### config.mk
export PLATFORM = sky130hd
export DESIGN_NAME = keypad_scan_debounce_multitap_core
export DESIGN_NICKNAME = d
export VERILOG_FILES = /design/src/rtl/kpsd_pkg.sv /design/src/rtl/keypad_scan_debounce_multitap_core.sv /design/src/rtl/kpsd_scan_fsm.sv
export SDC_FILE = /design/constraint.sdc
export NUM_CORES = 1
export LEC_CHECK = 0
export ABC_CLOCK_PERIOD_IN_PS = 3200
export BUFFER_PORTS_ARGS = -buffer_cell sky130_fd_sc_hd__clkbuf_2
export CORE_AREA = 2 2 95 97
export CTS_CLUSTER_SIZE = 12
export DETAILED_ROUTE_END_ITERATION = 10
export DIE_AREA = 0 0 97 99
export PLACE_DENSITY = 0.66
export RECOVER_POWER = 50
export SLEW_MARGIN = 30
export SYNTH_ARGS = -nofsm -noshare
export SYNTH_HDL_FRONTEND = slang
export SYNTH_HIERARCHICAL = 1
export SYNTH_SLANG_ARGS = --single-unit
### constraint.sdc
create_clock -name clk -period 3.2 [get_ports clk]
set_input_delay 0.8 -clock clk [delete_from_list [all_inputs] [get_ports clk]]
set_output_delay 0.8 -clock clk [all_outputs]
set_load 0.05 [all_outputs]
### src/rtl/kpsd_pkg.sv
// ----------------------------------------------------------------------------
// kpsd_pkg
// Shared types, constants and the multi-tap letter table for the keypad
// scanner with debounce and multi-tap letter selection.
// ----------------------------------------------------------------------------
package kpsd_pkg;

	localparam int unsigned TABLE_ROWS  = 4;
	localparam int unsigned TABLE_COLS  = 3;
	localparam int unsigned TABLE_WIDTH = 5;

	localparam int unsigned COL_IN_W   = 3;
	localparam int unsigned ROW_OUT_W  = 4;
	localparam int unsigned KEY_NUM_W  = 4;
	localparam int unsigned CHAR_W     = 8;
	localparam int unsigned COUNT_W    = 10;
	localparam int unsigned TAP_W      = 3;

	localparam logic [COUNT_W-1:0] COUNT_MAX      = '1;
	localparam logic [COUNT_W-1:0] DEBOUNCE_RESET = 10'd100;
	localparam logic [CHAR_W-1:0]  WRAP_MARK      = "-";

	typedef enum logic [3:0] {
		PH_SCAN    = 4'b0001,
		PH_PRESS   = 4'b0010,
		PH_HELD    = 4'b0100,
		PH_RELEASE = 4'b1000
	} kpsd_phase_t;

	typedef struct packed {
		logic [ROW_OUT_W-1:0] row_drive;
		logic                 key_valid;
		logic [KEY_NUM_W-1:0] key_number;
		logic [CHAR_W-1:0]    key_char;
	} kpsd_result_t;

	localparam logic [CHAR_W-1:0] LETTER_TABLE [TABLE_ROWS][TABLE_COLS][TABLE_WIDTH] = '{
		'{ '{"1", "-", "-", "-", "-"}, '{"A", "B", "C", "2", "-"}, '{"D", "E", "F", "3", "-"} },
		'{ '{"G", "H", "I", "4", "-"}, '{"J", "K", "L", "5", "-"}, '{"M", "N", "O", "6", "-"} },
		'{ '{"P", "Q", "R", "S", "7"}, '{"T", "U", "V", "8", "-"}, '{"W", "X", "Y", "Z", "9"} },
		'{ '{"*", "-", "-", "-", "-"}, '{"0", " ", "-", "-", "-"}, '{"#", "-", "-", "-", "-"} }
	};

endpackage

### src/rtl/keypad_scan_debounce_multitap_core.sv
// ----------------------------------------------------------------------------
// keypad_scan_debounce_multitap_core
// Keypad scanner with debounce and multi-tap letters: one result per input transaction.
// Each input transaction is captured in the input register; the scan state
// update then goes into the result register. Throughput: one transaction per
// cycle while out_ready is high; a waiting result still lets the input register
// take one more. Reset clears valid and scan state, debounce_ticks = 100.
// ----------------------------------------------------------------------------
module keypad_scan_debounce_multitap_core #(
	parameter int unsigned ROWS            = 4,
	parameter int unsigned COLUMNS         = 3,
	parameter int unsigned LETTERS_PER_KEY = 5
) (
	input  logic                             clk,
	input  logic                             arst_n,
	input  logic                             cfg_wr_en,
	input  logic [kpsd_pkg::COUNT_W-1:0]     cfg_wr_data,
	input  logic                             in_valid,
	output logic                             in_ready,
	input  logic [kpsd_pkg::COL_IN_W-1:0]    column_lines,
	input  logic                             clear_tap,
	output logic                             out_valid,
	input  logic                             out_ready,
	output logic [kpsd_pkg::ROW_OUT_W-1:0]   row_drive,
	output logic                             key_valid,
	output logic [kpsd_pkg::KEY_NUM_W-1:0]   key_number,
	output logic [kpsd_pkg::CHAR_W-1:0]      key_char
);
	import kpsd_pkg::*;

	logic [COUNT_W-1:0]  debounce_ticks_q;
	logic                valid_s1;
	logic [COL_IN_W-1:0] column_lines_s1;
	logic                clear_tap_s1;
	logic                advance;
	logic                out_valid_q;
	kpsd_result_t        result;
	kpsd_result_t        result_q;

	assign advance  = valid_s1 && (!out_valid_q || out_ready);
	assign in_ready = !valid_s1 || advance;

	always_ff @(posedge clk or negedge arst_n) begin
		if (!arst_n) begin
			debounce_ticks_q <= DEBOUNCE_RESET;
		end else if (cfg_wr_en) begin
			debounce_ticks_q <= cfg_wr_data;
		end
	end

	always_ff @(posedge clk or negedge arst_n) begin
		if (!arst_n) begin
			valid_s1 <= 1'b0;
		end else if (in_ready) begin
			valid_s1 <= in_valid;
		end
	end

	always_ff @(posedge clk) begin
		if (in_valid && in_ready) begin
			column_lines_s1 <= column_lines;
			clear_tap_s1    <= clear_tap;
		end
	end

	kpsd_scan_fsm #(
		.ROWS            (ROWS),
		.COLUMNS         (COLUMNS),
		.LETTERS_PER_KEY (LETTERS_PER_KEY)
	) u_scan_fsm (
		.clk            (clk),
		.arst_n         (arst_n),
		.advance        (advance),
		.column_lines   (column_lines_s1),
		.clear_tap      (clear_tap_s1),
		.debounce_ticks (debounce_ticks_q),
		.result         (result)
	);

	always_ff @(posedge clk or negedge arst_n) begin
		if (!arst_n) begin
			out_valid_q <= 1'b0;
		end else if (advance) begin
			out_valid_q <= 1'b1;
		end else if (out_ready) begin
			out_valid_q <= 1'b0;
		end
	end

	always_ff @(posedge clk) begin
		if (advance) begin
			result_q <= result;
		end
	end

	assign out_valid  = out_valid_q;
	assign row_drive  = result_q.row_drive;
	assign key_valid  = result_q.key_valid;
	assign key_number = result_q.key_number;
	assign key_char   = result_q.key_char;

endmodule

### src/rtl/kpsd_scan_fsm.sv
// ----------------------------------------------------------------------------
// kpsd_scan_fsm
// Row scan, press/release debounce, key decode and multi-tap letter state.
// Updates once per advanced transaction and presents the post-update result.
// ----------------------------------------------------------------------------
module kpsd_scan_fsm #(
	parameter int unsigned ROWS            = 4,
	parameter int unsigned COLUMNS         = 3,
	parameter int unsigned LETTERS_PER_KEY = 5
) (
	input  logic                            clk,
	input  logic                            arst_n,
	input  logic                            advance,
	input  logic [kpsd_pkg::COL_IN_W-1:0]   column_lines,
	input  logic                            clear_tap,
	input  logic [kpsd_pkg::COUNT_W-1:0]    debounce_ticks,
	output kpsd_pkg::kpsd_result_t          result
);
	import kpsd_pkg::*;

	localparam int unsigned ROW_W = (ROWS > 1) ? $clog2(ROWS) : 1;
	localparam logic [COL_IN_W-1:0] COL_MASK =
		(COLUMNS >= 3) ? 3'b111 : COL_IN_W'((1 << COLUMNS) - 1);

	kpsd_phase_t          phase_q, phase_d;
	logic [ROW_W-1:0]     row_q, row_d;
	logic [COUNT_W-1:0]   count_q, count_d;
	logic [TAP_W-1:0]     tap_q, tap_d;
	logic [KEY_NUM_W-1:0] key_num_q, key_num_d;
	logic [CHAR_W-1:0]    key_char_q, key_char_d;

	logic                 idle;
	logic [2:0]           row3;
	logic [1:0]           col;
	logic [TAP_W-1:0]     tap_eff;
	logic                 in_table;
	logic                 tap_ok;
	logic [CHAR_W-1:0]    letter;
	logic [CHAR_W-1:0]    dec_char;
	logic [TAP_W-1:0]     dec_tap;
	logic [7:0]           num_full;
	logic [3:0]           row_next;
	logic [COUNT_W-1:0]   count_inc;
	logic                 count_done;
	logic [2:0]           row3_d;

	assign idle       = ((column_lines & COL_MASK) == COL_MASK);
	assign row3       = 3'(row_q);
	assign col        = !column_lines[0] ? 2'd0 : (!column_lines[1] ? 2'd1 : 2'd2);
	assign tap_eff    = clear_tap ? '0 : tap_q;
	assign in_table   = (row3 < 3'(TABLE_ROWS));
	assign tap_ok     = ({1'b0, tap_eff} < 4'(LETTERS_PER_KEY))
		&& (tap_eff < TAP_W'(TABLE_WIDTH));
	assign count_inc  = (count_q == COUNT_MAX) ? count_q : count_q + 1'b1;
	assign count_done = (count_q >= debounce_ticks);
	assign num_full   = 8'(row3) * 8'(COLUMNS) + 8'(col) + 8'd1;
	assign row_next   = 4'(row3) + 4'd1;

	always_comb begin
		letter = WRAP_MARK;
		if (tap_ok) begin
			letter = LETTER_TABLE[row3[1:0]][col][tap_eff];
		end
		if (letter == WRAP_MARK) begin
			dec_char = LETTER_TABLE[row3[1:0]][col][0];
			dec_tap  = TAP_W'(1);
		end else begin
			dec_char = letter;
			dec_tap  = tap_eff + 1'b1;
		end
	end

	always_comb begin
		phase_d    = phase_q;
		row_d      = row_q;
		count_d    = count_q;
		tap_d      = tap_eff;
		key_num_d  = key_num_q;
		key_char_d = key_char_q;
		case (phase_q)
			PH_SCAN: begin
				if (idle) begin
					row_d = (row_next >= 4'(ROWS)) ? '0 : ROW_W'(row_next);
				end else begin
					count_d = '0;
					phase_d = PH_PRESS;
				end
			end
			PH_PRESS: begin
				if (!idle && count_done) begin
					key_num_d = num_full[KEY_NUM_W-1:0];
					if (in_table) begin
						key_char_d = dec_char;
						tap_d      = dec_tap;
					end else begin
						key_char_d = '0;
					end
					phase_d = PH_HELD;
				end else if (idle) begin
					row_d   = '0;
					phase_d = PH_SCAN;
				end else begin
					count_d = count_inc;
				end
			end
			PH_HELD: begin
				if (idle) begin
					count_d = '0;
					phase_d = PH_RELEASE;
				end
			end
			PH_RELEASE: begin
				if (idle && count_done) begin
					key_num_d  = '0;
					key_char_d = '0;
					row_d      = '0;
					phase_d    = PH_SCAN;
				end else if (!idle) begin
					phase_d = PH_HELD;
				end else begin
					count_d = count_inc;
				end
			end
			default: begin
				row_d   = '0;
				phase_d = PH_SCAN;
			end
		endcase
	end

	always_ff @(posedge clk or negedge arst_n) begin
		if (!arst_n) begin
			phase_q    <= PH_SCAN;
			row_q      <= '0;
			count_q    <= '0;
			tap_q      <= '0;
			key_num_q  <= '0;
			key_char_q <= '0;
		end else if (advance) begin
			phase_q    <= phase_d;
			row_q      <= row_d;
			count_q    <= count_d;
			tap_q      <= tap_d;
			key_num_q  <= key_num_d;
			key_char_q <= key_char_d;
		end
	end

	assign row3_d = 3'(row_d);

	always_comb begin
		result.row_drive  = 4'hF;
		if (row3_d < 3'(ROW_OUT_W)) begin
			result.row_drive = ~(4'b0001 << row3_d[1:0]);
		end
		result.key_valid  = (phase_d == PH_HELD) || (phase_d == PH_RELEASE);
		result.key_number = result.key_valid ? key_num_d : '0;
		result.key_char   = result.key_valid ? key_char_d : '0;
	end

endmodule

==> impl_metrics.toml <==
[run_status]
status = "finished, final reports clean"

[sta]
drv_slew = 0
period_minus_slack_ps = 2979
rsz0062_at_grt = "no"
finalSetupViolCount = 0
min_period_over_period_pct = 93.10
max-slew-margin-rel_pct = 26.88
clock_skew_ps = 15.09
finalSetupTns_ps = 0
worstMarginPinSlew_ps = 1097
hold_viol_final = 0
fmax_mhz = 335.7

[finish]
area_growth_pct = 11.56
drive_gt1_share_pct = 18.12
nets = 506
n_antenna_cell = 0

[clock_network]
clock_latency_ps = 360
cts_hold_buf = 0
cts_resized = 0
cts_buffer_depth = 2
h-tree-depth = 3
cts.clk_slew.worst_paths_ps = 90
cts_buffers = 9
post_cts_buffers = 0
cts_tree = "built"
ctsRootBufferMaster = "clkbuf_8"
cts_sinks = 64

[setup_path]
crit_type = "register to register"
crit_fanout = 16
worst_path_max_delay_cell = "or4_1"
crit_family = "compound AO/OA/AOI/OAI gates"
slowest_delay_ps = 560
cp_data_required_time_ps = 3470
worstPathCellList = "ha_1 -> a211o_1 -> a21oi_2 -> o21ai_2 -> a221oi_4 -> o211ai_2 -> or4_1 -> a21oi_1"
cp_data_arrival_time_ps = 3250
end_kind = "register"
critPathBufInv = 0
startpoint_type = "register"

[grt]
antenna_found_initial = 0
grt_first_pass_wirelength_um = 17580
grt_overflow = 0
grt_start_max_net_pins = 44
grt_usage_pct = 22.84
grt_pass1_vias = 3425

[yosys]
syn-mean-instance-area_sq_um = 9.814
syn_area_sq_um = 4200
synth.ff_latch_count = 64
synth_top_area_share_pct = 23.24
synth_area_leaders = "dfrtp_1 (23%), edfxtp_1 (15%), ha_1 (6.3%)"
yosysTopAreaCell = "dfrtp_1"
ys_async_sr_fraction_pct = 67.19
synthesis.nets = 470
ys_types = 72
synth_warnings = 6
synth_cells = 428
synth_edf_count = 21
synth-main-ff-cell = "dfrtp_1"
synth-seq-area-share_pct = 40.75

[detailed_routing]
drt-initial-drc-count = 259
via_per_inst = 6.101
route.detailed.drc = 0
vias = 3520
firstDrtPassIters = 5
finalWirelength_um = 10230
wl_per_cell_um = 17.72
detail-route-antenna-nets = 0

[pwr]
p_int_mw = 1.606
power_mw = 2.538
clock_power_share_pct = 30.6
powerDensity_nw_per_um2 = 541.6
p_switching_mw = 0.9321
comb_power_share_pct = 30.3
p_leak_nw = 2.015
power_frac_seq_pct = 39.1
peakVddDrop_mv = 0.3581
p_sw_share_pct = 36.73

[floorplan]
die_area_sq_um = 9603
coreArea_sq_um = 8551
die_h_um = 99
core.rowCount = 34
io_pins = 38
start_util_pct = 49.12
chipWidth_um = 97

[placed_design]
place_hpwl_um = 7325
portBuffers = 37
place_congestion = 0.9763

[worst_hold_path]
hold_path.class = "register to register"

[run]
max_cap_viol_count = 0
[layout make-up]
type	count	area, sq um
fill	788	3865
multi-input combinational	314	2246
sequential	64	1712
timing repair buffer	51	282.8
clock buffer	10	148.9
tap	108	135.1
inverter	24	90.09
clock inverter	6	71.32
[sequential cells by signal, summed over array words and instances, names as in the netlist]
name / count
u_scan_fsm/count_q: 10
key_number: 4
u_scan_fsm/row_q: 2
out_valid: 1
debounce_ticks_q: 10
clear_tap_s1: 1
row_drive: 4
u_scan_fsm/tap_q: 3
key_valid: 1
valid_s1: 1
u_scan_fsm/key_char_q: 8
u_scan_fsm/phase_q: 4
column_lines_s1: 3
key_char: 8
u_scan_fsm/key_num_q: 4
[cells in the mapped netlist (all sizes together) (4+ instances only)]
| cell | count |
|---|---|
| nand2 | 33 |
| nand3b | 4 |
| edfxtp | 21 |
| dfstp | 4 |
| inv | 24 |
| dfrtp | 39 |
| a32o | 6 |
| a22o | 12 |
| nor2 | 26 |
| o211ai | 5 |
| nand2b | 17 |
| mux2 | 10 |
| nor2b | 10 |
| nand3 | 13 |
| nand4 | 7 |
| o21bai | 4 |
| a21oi | 18 |
| mux2i | 8 |
| a31oi | 8 |
| ha | 21 |
| nor4 | 6 |
| o21ai | 26 |
| and2 | 5 |
| clkbuf | 12 |
| nor3 | 4 |
| a21o | 5 |
| buf | 14 |
[layout by cell type (no fill, tap or decap), types with 4 or more instances in the layout]
master / instances
nand4_1: 7
o21bai_1: 4
buf_4: 12
a21o_1: 5
dfstp_2: 4
nor2_1: 24
a21oi_1: 17
ha_1: 21
clkbuf_8: 9
mux2_1: 9
nand3_1: 13
dfrtp_1: 39
inv_1: 24
nor3_1: 4
edfxtp_1: 21
a22o_1: 12
nand3b_1: 4
a31oi_1: 8
o21ai_0: 24
nor2b_1: 10
nand2b_1: 17
clkbuf_2: 37
a32o_1: 6
mux2i_1: 8
nand2_1: 33
[power by group through the flow]
| stage | clock network, mW | logic, mW | registers, mW |
|---|---|---|---|
| after floorplan | 0 | 0.555 | 1.03 |
| after global placement | 0 | 0.764 | 1.01 |
| after detailed placement | 0 | 0.775 | 1.01 |
| after CTS | 0.795 | 0.778 | 0.994 |
| after global routing | 0.823 | 0.859 | 1.01 |
| final | 0.775 | 0.770 | 0.993 |
[worst paths after layout]
check                                         startpoint                        to  slack [ps]  cells past startpoint
worst max-delay path               u_scan_fsm/count_q[3]     u_scan_fsm/count_q[4]         220                      8
worst min-delay path            u_scan_fsm/key_char_q[7]  u_scan_fsm/key_char_q[7]         480                      1
worst max register to register     u_scan_fsm/count_q[3]     u_scan_fsm/count_q[4]         220                      8
worst min register to register  u_scan_fsm/key_char_q[7]  u_scan_fsm/key_char_q[7]         480                      1
max in group asynchronous                         arst_n  u_scan_fsm/key_char_q[0]        1800                      2
min in group asynchronous                         arst_n     u_scan_fsm/count_q[5]         720                      2
[metrics by stage]
step           std cells  hold slack, ps  worst slack (ps)  utilization (%)  cell area, sq um
2_1_floorplan        428           444.2             354.2                -              4200
3_3_place_gp         561           465.2             327.8            52.68              4504
3_5_place_dp         561           466.0             250.4            52.68              4504
4_1_cts              577           488.4             235.4            55.25              4725
5_1_grt              577           492.5             31.44            54.80              4686
6_report             577           484.5             220.9            54.80              4686
[metal layers]
| layer | up-vias | part of all wire (%) | wire [um] | track usage, % |
|---|---|---|---|---|
| met4 | 0 | 1.7 | 170 | 9.534 |
| li1 | 1668 | - | - | - |
| met3 | 13 | 4.2 | 432 | 2.766 |
| met5 | - | 0 | 0 | 0 |
| met2 | 102 | 47 | 4783 | 35.47 |
| met1 | 1737 | 47 | 4840 | 32.52 |
[logic make-up after synthesis]
kind of cell | after synthesis | share of synthesized area [%]
and+or+nand+nor | 148 | 19.39
xor gates and xnor gates | 3 | 0.6257
adders and majority gates | 23 | 7.209
AOI/OAI and AO/OA | 122 | 21.51
buffers and inverters | 50 | 5.034
DFF | 64 | 40.75
muxes | 18 | 5.481
(Power assumes the default switching activity.)
